### src/rtl/vwbp_pkg.sv
// Shared types and constants for the variable-width bit packer.
package vwbp_pkg;

    localparam int WORD_BITS   = 32;
    localparam int QUEUE_DEPTH = 2;

    localparam logic [5:0] WIDTH_LIMIT = (WORD_BITS < 32) ? 6'(WORD_BITS) : 6'd32;
    localparam logic [5:0] ENTRY_BITS_RESET = 6'd32;
    localparam logic [4:0] LAST_BITS_RESET  = 5'd0;

    localparam logic CFG_ENTRY_BITS = 1'b0;
    localparam logic CFG_LAST_BITS  = 1'b1;

    typedef struct packed {
        logic [31:0] entry_word;
        logic        final_entry;
    } t_in_beat;

    typedef struct packed {
        logic [7:0] packed_byte;
        logic       end_of_stream;
        logic       empty_stream;
    } t_out_beat;

    typedef struct packed {
        logic [39:0] data;
        logic [2:0]  nres;
        logic        fin;
        logic        empty;
    } t_job;

endpackage

### src/rtl/vwbp_front.sv
// Front end: config registers, bit accumulation and byte job classification.
module vwbp_front (
    input  logic              i_clk,
    input  logic              i_rst_n,
    input  logic              i_cfg_we,
    input  logic              i_cfg_idx,
    input  logic [5:0]        i_cfg_data,
    input  logic              i_accept,
    input  vwbp_pkg::t_in_beat i_in,
    output logic              o_push,
    output vwbp_pkg::t_job    o_job
);
    import vwbp_pkg::*;

    logic [5:0]  r_entry_bits;
    logic [4:0]  r_last_bits;
    logic [6:0]  r_pend;
    logic [2:0]  r_pcnt;
    logic [6:0]  n_pend;
    logic [2:0]  n_pcnt;

    logic [5:0]  sel_bits;
    logic [5:0]  use_bits;
    logic [31:0] mask;
    logic [38:0] acc;
    logic [38:0] acc_shift;
    logic [5:0]  count;
    logic [2:0]  full_bytes;
    logic [2:0]  rem_bits;
    t_job        job;

    always_comb begin
        if (r_entry_bits == 6'd0) begin
            sel_bits = 6'd0;
        end else if (i_in.final_entry) begin
            sel_bits = {1'b0, r_last_bits};
        end else begin
            sel_bits = r_entry_bits;
        end
        use_bits = (sel_bits > WIDTH_LIMIT) ? WIDTH_LIMIT : sel_bits;
        mask = (use_bits >= 6'd32) ? 32'hFFFF_FFFF : ((32'd1 << use_bits) - 32'd1);
        acc = {32'd0, r_pend} | ({7'd0, i_in.entry_word & mask} << r_pcnt);
        count = {3'd0, r_pcnt} + use_bits;
        full_bytes = count[5:3];
        rem_bits = count[2:0];
        acc_shift = acc >> {full_bytes, 3'b000};

        job.data  = {1'b0, acc};
        job.fin   = i_in.final_entry;
        job.empty = 1'b0;
        job.nres  = full_bytes;
        if (i_in.final_entry) begin
            if (rem_bits != 3'd0) begin
                job.nres = full_bytes + 3'd1;
            end else if (full_bytes == 3'd0) begin
                job.nres  = 3'd1;
                job.empty = 1'b1;
                job.data  = 40'd0;
            end
        end

        if (i_in.final_entry) begin
            n_pend = 7'd0;
            n_pcnt = 3'd0;
        end else begin
            n_pend = acc_shift[6:0];
            n_pcnt = rem_bits;
        end
    end

    assign o_job  = job;
    assign o_push = i_accept && (job.nres != 3'd0);

    always_ff @(posedge i_clk) begin
        if (!i_rst_n) begin
            r_entry_bits <= ENTRY_BITS_RESET;
            r_last_bits  <= LAST_BITS_RESET;
        end else if (i_cfg_we) begin
            unique case (i_cfg_idx)
                CFG_ENTRY_BITS: r_entry_bits <= i_cfg_data;
                CFG_LAST_BITS:  r_last_bits  <= i_cfg_data[4:0];
            endcase
        end
    end

    always_ff @(posedge i_clk) begin
        if (!i_rst_n) begin
            r_pend <= 7'd0;
            r_pcnt <= 3'd0;
        end else if (i_accept) begin
            r_pend <= n_pend;
            r_pcnt <= n_pcnt;
        end
    end

endmodule

### src/rtl/vwbp_queue.sv
// Small job queue between the front end and the byte sequencer.
module vwbp_queue #(
    parameter int DEPTH = vwbp_pkg::QUEUE_DEPTH
) (
    input  logic           i_clk,
    input  logic           i_rst_n,
    input  logic           i_push,
    input  vwbp_pkg::t_job i_job,
    input  logic           i_pop,
    output logic           o_full,
    output logic           o_avail,
    output vwbp_pkg::t_job o_job
);
    import vwbp_pkg::*;

    localparam int PW = (DEPTH > 1) ? $clog2(DEPTH) : 1;
    localparam int CW = $clog2(DEPTH + 1);

    t_job          r_mem [DEPTH];
    logic [PW-1:0] r_wr;
    logic [PW-1:0] r_rd;
    logic [CW-1:0] r_cnt;
    logic [PW-1:0] n_wr;
    logic [PW-1:0] n_rd;
    logic          do_push;
    logic          do_pop;

    assign o_full  = (r_cnt == CW'(DEPTH));
    assign o_avail = (r_cnt != '0);
    assign o_job   = r_mem[r_rd];
    assign do_push = i_push && !o_full;
    assign do_pop  = i_pop && o_avail;
    assign n_wr    = (r_wr == PW'(DEPTH - 1)) ? '0 : r_wr + PW'(1);
    assign n_rd    = (r_rd == PW'(DEPTH - 1)) ? '0 : r_rd + PW'(1);

    always_ff @(posedge i_clk) begin
        if (do_push) begin
            r_mem[r_wr] <= i_job;
        end
    end

    always_ff @(posedge i_clk) begin
        if (!i_rst_n) begin
            r_wr  <= '0;
            r_rd  <= '0;
            r_cnt <= '0;
        end else begin
            if (do_push) begin
                r_wr <= n_wr;
            end
            if (do_pop) begin
                r_rd <= n_rd;
            end
            if (do_push && !do_pop) begin
                r_cnt <= r_cnt + CW'(1);
            end else if (do_pop && !do_push) begin
                r_cnt <= r_cnt - CW'(1);
            end
        end
    end

endmodule

### src/rtl/vwbp_back.sv
// Back end: steps through each job one byte per beat into the output register.
module vwbp_back (
    input  logic                i_clk,
    input  logic                i_rst_n,
    input  logic                i_avail,
    input  vwbp_pkg::t_job      i_job,
    output logic                o_pop,
    output logic                o_out_valid,
    input  logic                i_out_ready,
    output vwbp_pkg::t_out_beat o_out
);
    import vwbp_pkg::*;

    logic [2:0] r_idx;
    logic       r_valid;
    t_out_beat  r_out;
    logic [2:0] n_idx;
    t_out_beat  n_out;
    logic       advance;
    logic       last_res;
    logic [7:0] sel_byte;

    assign advance  = !r_valid || i_out_ready;
    assign last_res = (r_idx == (i_job.nres - 3'd1));
    assign o_pop    = advance && i_avail && last_res;

    always_comb begin
        unique case (r_idx)
            3'd0:    sel_byte = i_job.data[7:0];
            3'd1:    sel_byte = i_job.data[15:8];
            3'd2:    sel_byte = i_job.data[23:16];
            3'd3:    sel_byte = i_job.data[31:24];
            3'd4:    sel_byte = i_job.data[39:32];
            default: sel_byte = 8'd0;
        endcase
        n_out.packed_byte   = sel_byte;
        n_out.end_of_stream = i_job.fin && last_res;
        n_out.empty_stream  = i_job.empty;
        n_idx = last_res ? 3'd0 : r_idx + 3'd1;
    end

    always_ff @(posedge i_clk) begin
        if (!i_rst_n) begin
            r_valid <= 1'b0;
            r_idx   <= 3'd0;
        end else if (advance) begin
            r_valid <= i_avail;
            if (i_avail) begin
                r_idx <= n_idx;
            end
        end
    end

    always_ff @(posedge i_clk) begin
        if (advance && i_avail) begin
            r_out <= n_out;
        end
    end

    assign o_out_valid = r_valid;
    assign o_out       = r_out;

endmodule

### src/rtl/variable_width_bit_packer_top.sv
// Variable-width LSB-first bit packer: top level.
//
// Input channel (i_in_valid / o_in_ready / i_in) carries one entry word per beat
// with its final_entry flag. The low entry_bits bits of each non-final word and
// the low last_bits bits of the final word are appended LSB-first; each full
// byte leaves on the output channel (o_out_valid / i_out_ready / o_out), one
// byte per beat. The final word flushes a zero-padded partial byte and marks
// the last beat with end_of_stream; if the final word leaves no bits to send,
// the stream ends in one zero beat with end_of_stream and empty_stream set.
// Configuration is a plain write port (i_cfg_we, i_cfg_idx, i_cfg_data); the
// user must write it only while the block is idle, which the block itself
// does not enforce. With the back end idle, the first byte of an item passes
// through the job queue and then the output register. The output sequencer
// sends one byte per cycle while the receiver is ready; a full 32-bit non-final
// entry causes four beats; the job queue lets intake run QUEUE_DEPTH items ahead.
// Reset (synchronous, active low) empties the queue and the output register,
// clears the pending bits and restores entry_bits to 32 and last_bits to 0.
// A stalled receiver holds the output beat; once the queue fills, o_in_ready
// drops until the sequencer frees an entry.
module variable_width_bit_packer_top #(
    parameter int QUEUE_DEPTH = vwbp_pkg::QUEUE_DEPTH
) (
    input  logic                i_clk,
    input  logic                i_rst_n,
    input  logic                i_cfg_we,
    input  logic                i_cfg_idx,
    input  logic [5:0]          i_cfg_data,
    input  logic                i_in_valid,
    output logic                o_in_ready,
    input  vwbp_pkg::t_in_beat  i_in,
    output logic                o_out_valid,
    input  logic                i_out_ready,
    output vwbp_pkg::t_out_beat o_out
);
    import vwbp_pkg::*;

    logic       q_push;
    logic       q_pop;
    logic       q_full;
    logic       q_avail;
    t_job       push_job;
    t_job       head_job;
    logic       in_accept;

    assign o_in_ready = !q_full;
    assign in_accept  = i_in_valid && o_in_ready;

    vwbp_front u_front (
        .i_clk      (i_clk),
        .i_rst_n    (i_rst_n),
        .i_cfg_we   (i_cfg_we),
        .i_cfg_idx  (i_cfg_idx),
        .i_cfg_data (i_cfg_data),
        .i_accept   (in_accept),
        .i_in       (i_in),
        .o_push     (q_push),
        .o_job      (push_job)
    );

    vwbp_queue #(
        .DEPTH (QUEUE_DEPTH)
    ) u_queue (
        .i_clk   (i_clk),
        .i_rst_n (i_rst_n),
        .i_push  (q_push),
        .i_job   (push_job),
        .i_pop   (q_pop),
        .o_full  (q_full),
        .o_avail (q_avail),
        .o_job   (head_job)
    );

    vwbp_back u_back (
        .i_clk       (i_clk),
        .i_rst_n     (i_rst_n),
        .i_avail     (q_avail),
        .i_job       (head_job),
        .o_pop       (q_pop),
        .o_out_valid (o_out_valid),
        .i_out_ready (i_out_ready),
        .o_out       (o_out)
    );

`ifndef SYNTH
    a_no_overflow: assert property (@(posedge i_clk) disable iff (!i_rst_n)
        !(q_push && q_full))
        else $error("job pushed into full queue");

    a_pop_valid: assert property (@(posedge i_clk) disable iff (!i_rst_n)
        q_pop |-> q_avail)
        else $error("job popped from empty queue");

    a_empty_beat: assert property (@(posedge i_clk) disable iff (!i_rst_n)
        (o_out_valid && o_out.empty_stream) |->
            (o_out.end_of_stream && (o_out.packed_byte == 8'd0)))
        else $error("empty beat without end marker or with data");
`endif

endmodule
### config.mk
export PLATFORM = sky130hd
export DESIGN_NAME = variable_width_bit_packer_top
export DESIGN_NICKNAME = d
export VERILOG_FILES = /design/src/rtl/vwbp_pkg.sv /design/src/rtl/vwbp_front.sv /design/src/rtl/vwbp_queue.sv /design/src/rtl/vwbp_back.sv /design/src/rtl/variable_width_bit_packer_top.sv
export SDC_FILE = /design/constraint.sdc
export NUM_CORES = 1
export LEC_CHECK = 0
export ABC_AREA = 0
export ABC_CLOCK_PERIOD_IN_PS = 11500
export BUFFER_PORTS_ARGS = -buffer_cell sky130_fd_sc_hd__buf_2
export CAP_MARGIN = 10
export CORE_MARGIN = 8
export CORE_UTILIZATION = 54
export DETAILED_ROUTE_END_ITERATION = 8
export GPL_TIMING_DRIVEN = 0
export PLACE_DENSITY = 0.83
export SYNTH_ARGS = -nofsm -noshare
export SYNTH_HDL_FRONTEND = slang
export SYNTH_SLANG_ARGS = --single-unit
### constraint.sdc
create_clock -name i_clk -period 11.5 [get_ports i_clk]
set_input_delay 1.725 -clock i_clk [delete_from_list [all_inputs] [get_ports i_clk]]
set_output_delay 1.725 -clock i_clk [all_outputs]
set_load 0.1 [all_outputs]
* After elaboration in Yosys (flattened, before gate mapping)
Memory sizes are Yosys's and may differ from the RTL's. A register that Yosys moved wholly into a read port is not among the register bits.
Cells that the tools add are included.
** Word-level totals
- Memories kept :: 1
- Bits in read-only memories :: 0
- Bits of input ports :: 45
- Bits in writable memories :: 90
- Bits in latches :: 0
- Register bits after elaboration :: 39
** Cells by class
- Order comparisons :: 2
- Multiplexer cells :: 23
- Reduce and logical (&&, ||, !) cells :: 24
- Shifts and indexed selects :: 3
- Div/mod/pow operators :: 0
- Eq/ne operators :: 6
- Add/subtract/negate cells :: 9
- Bitwise gates (word level) :: 3
- $mul :: 0
** Memory list
- u_queue.r_mem :: words 2, bits a word 45, rd ports 1, clocked after Yosys merged registers in 1, write ports 1, line vwbp_queue.sv:19 : t_job r_mem [DEPTH];
** Operators by type and width (count)
- 2-to-1 mux 43 bit :: 1
- 2-to-1 mux 42 bit :: 1
- one-hot mux 8 bit (5 select lines) :: 1
- 2-to-1 mux 39 bit :: 1
- bitwise OR 7 x 39 -> 39 bit :: 1
- left shift 32 x 3 -> 39 bit :: 1
- >> shifter 39 x 6 -> 7 bit :: 1
- bitwise AND 32 bit :: 1
- 2-to-1 mux 32 bit :: 1
- left shift 1 x 6 -> 32 bit (first input constant) :: 1
- subtractor 32 x 1 -> 32 bit (second input constant) :: 1
- 2-to-1 mux 6 bit :: 3
- logical AND 1 bit :: 9
- 2-to-1 mux 1 bit :: 9
- 2-to-1 mux 3 bit :: 3
- 2-to-1 mux 7 bit :: 1
- adder 3 x 1 -> 3 bit (second input constant) :: 2
- adder 3 x 6 -> 6 bit :: 1
- == test 3 x 2 -> 1 bit (second input constant) :: 2
- greater-or-equal comparator 6 bit (second input constant) :: 1
- greater-than comparator 6 bit (second input constant) :: 1
- logical NOT 3 bit :: 2
- logical NOT 6 bit :: 1
- AND reduction 2 bit :: 3
- other kinds (14) :: 21

* Logic depth before layout (Yosys ltp)
- Depth after elaboration :: 20
- Mapped depth :: 22
- Gate-level depth less buffers :: 19

* Hierarchy
Synthesis repeated with hierarchy kept, for this count alone.
** Unflattened totals
- Cell total of the unflattened synthesis :: 929
- Area, all modules :: 8892.3 sq um
** Modules (own cells, without submodules)
- vwbp_front :: cells an instance 679, times used 1, seq. area each 420.4 sq um, area each 4534.3 sq um
- vwbp_queue :: cells an instance 165, times used 1, seq. area each 2802.7 sq um, area each 3480.8 sq um
- vwbp_back :: cells an instance 83, times used 1, seq. area each 380.4 sq um, area each 867.1 sq um
- variable_width_bit_packer_top :: cells an instance 2, times used 1, seq. area each 0.0 sq um, area each 10.0 sq um

* Worst setup path before layout
Ideal clock, no wire load.
- Path kind :: input -> register
- Start point :: input i_in[0] in the netlist's numbering
- End point :: memory u_queue.r_mem[0][0] in the netlist's numbering (enable)
- Data required time :: 11.048 ns
- Cell stages on the path :: 19
- Path buffers :: 4
- Arrival :: 7.282 ns
- Library setup time :: 0.452 ns
- Slack :: 3.766 ns
- Cells stage by stage :: buf_2 -> buf_4 -> buf_2 -> or3b_1 -> a22oi_1 -> xnor2_1 -> ha_1 -> a21oi_1 -> nor2_1 -> nor3_1 -> o21a_1 -> clkinv_1 -> clkbuf_1 -> ha_1 -> nor2b_1 -> o41a_1 -> o21ai_0 -> o31a_1 -> nor2b_1
** RTL lines
- from (decl) :: line variable_width_bit_packer_top.sv:30 : input vwbp_pkg::t_in_beat i_in,
- to (decl) :: line vwbp_queue.sv:19

==> summary.md <==
| Metric | Value |
|---|---|
| Post-synthesis simple-gate area fraction | `20.8%` |
| Nets | `1,107` |
| HP Start | `u_front.r_pend[1]` |
| Post-Syn Nets | `1,029` |
| Post-Route WL | `32.1 mm` |
| DIE AREA | `20,600 sq um` |
| Chip width | `143 um` |
| Netlist Area Pre-Place | `8770 sq um` |
| Wirelength per Cell | `25.1 um` |
| Num ports | `57` |
| Core area | `15,900 sq um` |
| Comb pwr share | `36.1%` |
| Worst path required time | `11.61 ns` |
| Vias in the first global route | `8,553` |
| Number of vias per cell | `6.95` |
| Switching share of total power | `38.7%` |
| IO buf count | `56` |
| Register bit total from synthesis | `128` |
| Register Area | `3540 sq um` |
| Clock Tree Buf Depth | `2` |
| Status | `completed` |
| Die Ht | `143 um` |
| Area growth syn-to-layout | `14.0%` |
| Pre-CTS setup slack | `3.74 ns` |
| CP arrival | `7.72 ns` |
| Setup TNS | `0 ns` |
| Pin count of the biggest net entering global routing | `26` |
| Final Power | `1.80 mW` |
| Flop pwr share | `34.3%` |
| XOR/XNOR Fraction of Synth Area | `1.20%` |
| Crit Path Class | `input pin to flop` |
| EDFF count, synth | `98` |
| Cell total after placement | `1,246` |
| Hold depth | `2` |
| Post-Synth Adder-Cell Area | `1.85%` |
| Leakage | `3.49 nW` |
| Asr flop ratio synth | `0%` |
| Area of the multi-input gates | `4920 sq um` |
| RePlAce Congestion | `1.02` |
| Unrepaired setup endpoints after global routing | `false` |
| Post-synthesis compound-gate area fraction | `25.9%` |
| Final global-route overflow total | `0` |
| Max-Cap Viols | `0` |
| Post_cts resized | `0` |
| Slowest CP cell | `nor2b_4` |
| Crit path time final | `7.61 ns` |
| Worst skew pair latency | `0.41 ns` |
| Post-Synthesis Cells | `971` |
| Root buffer cell | `clkbuf_16` |
| Worst slew pin tran | `1.05 ns` |
| Setup bufs post-CTS | `0` |
| # fillers | `1,362` |
| F_max | `131 MHz` |
| Flop2flop setup slack | `4.97 ns` |
| Clock Sinks | `128` |
| Starting Density | `55.2%` |
| H-tree Lvls | `4` |
| Final std cells w/o fill | `1,278` |
| Clock power share | `29.6%` |
| Worst Skew | `0.00856 ns` |
| Power density cells | `180 nW/um^2` |
| Synth warn | `0` |
| RR Startpoint | `u_front.r_pcnt[1]` |
| Hold/Removal Path Class | `flop to flop` |
| Combinational family with the most area after synthesis | `compound AO/OA/AOI/OAI gates` |
| Iter 0 DRT Violations | `1,058` |
| Main flop type after synthesis | `edfxtp_1` |
| Kind of start point of the critical path | `input pin` |
| Post-synthesis mux area share | `6.20%` |
| CTS tree | `yes` |
| CP max FO | `25` |
| Post-route ant nets | `0` |
| Initial antenna violation count | `1` |
| Fin. Hold Viols | `0` |
| Clock transition at path regs | `0.05 ns` |
| Synth cell types | `87` |
| Hold_ws | `0.506 ns` |
| Final Core Density | `63.0%` |
| N_diodes | `0` |
| Post-synthesis sequential area ratio | `40.4%` |
| Net switching power | `0.695 mW` |
| Post-DP Area | `9400 sq um` |
| Worst vdd ir | `0.179 mV` |
| First-pass GRT wire length | `49.3 mm` |
| Crit-path max cell delay | `0.71 ns` |
| P_int | `1.10 mW` |
| WHS Endpoint | `u_front.r_pend[1]` |
| Worst path cell trace | `buf_2 -> buf_2 -> buf_4 -> buf_2 -> mux2i_1 -> a211oi_1 -> ha_1 -> nand2_1 -> a211oi_1 -> o21a_1 -> o21a_1 -> clkinv_1 -> clkbuf_1 -> ha_1 -> nor2b_1 -> o41a_1 -> o21ai_0 -> o31a_1 -> nor2b_4 -> buf_16` |
| Reg-to-reg endpoint | `u_queue.r_mem[0][5]` |
| Slew headroom | `29.2%` |
| Gr usage total | `31.5%` |
| Crit end category | `flop` |
| Final Cell Area | `10,000 sq um` |
| DRC | `0` |
| Layout cell share with drive strength beyond 1 | `13.0%` |
| First drt pass iteration count | `6` |
| Final period util | `66.1%` |
| CTS buffer count | `17` |
| Avg Synthesized Cell Area | `9.04 sq um` |
| # hold bufs at CTS | `0` |
| Setup violators final | `0` |
| Detailed Place HPWL | `24.0 mm` |
| Final setup margin | `3.89 ns` |
| Reg2Reg Depth | `19` |
| Cell mode on critical path | `buf_2` |
| Max Slew Vio Count | `0` |
| Std cell rows | `46` |
| Via count | `8,880` |
## worst max-delay path, delay by kind of cell
kind | cells | cell delay, ns
buf+inv | 7 | 1.89
compound gates | 7 | 1.88
simple gates | 3 | 0.94
fa+ha+maj | 2 | 0.76
mux | 1 | 0.48
## logic make-up after synthesis
group                      after synthesis
buffers and inverters                   80
and+or+nand+nor                        375
AOI/OAI and AO/OA                      311
muxes                                   52
xor gates and xnor gates                12
DFF                                    128
adders and majority gates               13
## worst max path at each step
stage	start	endpoint	slack [ns]	cells after the start
2_1_floorplan	i_in[0]	u_queue.r_mem[0][0]	3.77	19
3_3_place_gp	i_in[0]	u_queue.r_mem[0][15]	1.61	19
3_5_place_dp	i_in[0]	u_queue.r_mem[0][15]	3.74	20
4_1_cts	i_in[0]	u_queue.r_mem[0][5]	4.03	20
5_1_grt	i_in[0]	u_queue.r_mem[0][5]	3.60	20
6_report	i_in[0]	u_queue.r_mem[0][5]	3.89	20
## cells in the mapped netlist (13+ instances only)
master / count / share of area (%)
o31ai_1: 13 / 1.1
ha_1: 13 / 1.9
clkbuf_1: 47 / 2.0
a211oi_1: 15 / 1.3
o21a_1: 13 / 1.1
edfxtp_1: 98 / 34
nor3_1: 33 / 1.9
mux2i_1: 33 / 3.8
nand2_1: 83 / 3.6
and2_1: 15 / 1.1
a31oi_1: 22 / 1.6
mux2_2: 19 / 2.4
nor2b_1: 19 / 1.4
nand3_1: 43 / 2.5
a21oi_1: 44 / 2.5
o221ai_1: 13 / 1.3
o22ai_1: 19 / 1.4
nor2_1: 109 / 4.7
o21ai_0: 37 / 2.1
dfxtp_1: 30 / 6.8
## registers in the layout (all words and copies together) (netlist names), named ones only
register and cells:
u_back.o_out 10, u_back.o_out_valid 1, u_back.r_idx 3, u_front.r_entry_bits 6, u_front.r_last_bits 5, u_front.r_pcnt 3, u_front.r_pend 7, u_queue.r_cnt 2
u_queue.r_mem 88, u_queue.r_rd 1, u_queue.r_wr 1
## layout by cell type (no fill, tap or decap), types with 21 or more instances in the layout
master	instances
nand3_1	43
edfxtp_1	98
nand2_1	83
dfxtp_1	30
a31oi_1	22
clkbuf_1	48
clkbuf_16	21
mux2i_1	33
nor3_1	33
o21ai_0	37
buf_2	61
nor2_1	109
a21oi_1	44
## power groups by stage
stage	clock network, mW	registers [mW]	logic, mW
6_report	0.532	0.617	0.649
5_1_grt	0.550	0.622	0.683
4_1_cts	0.531	0.616	0.639
3_5_place_dp	0	0.623	0.629
3_3_place_gp	0	0.624	0.605
2_1_floorplan	0	0.762	0.322
## per-layer routing
layer / track usage (%) / share of wire, %
met2: 51.5 / 47
met1: 38.4 / 38
met3: 7.03 / 11
met4: 16.1 / 4.7
met5: 0 / 0.037
## layout make-up
| type | instances | share of cell area [%] |
|---|---|---|
| Multi-Input combinational cell | 763 | 49.2 |
| Sequential cell | 128 | 35.4 |
| Clock buffer | 23 | 5.43 |
| Timing Repair Buffer | 59 | 3.43 |
| Tap cell | 216 | 2.70 |
| Buffer | 65 | 2.61 |
| Clock inverter | 9 | 0.650 |
| Inverter | 15 | 0.563 |
No activity file was read; power rests on OpenSTA's default activity.
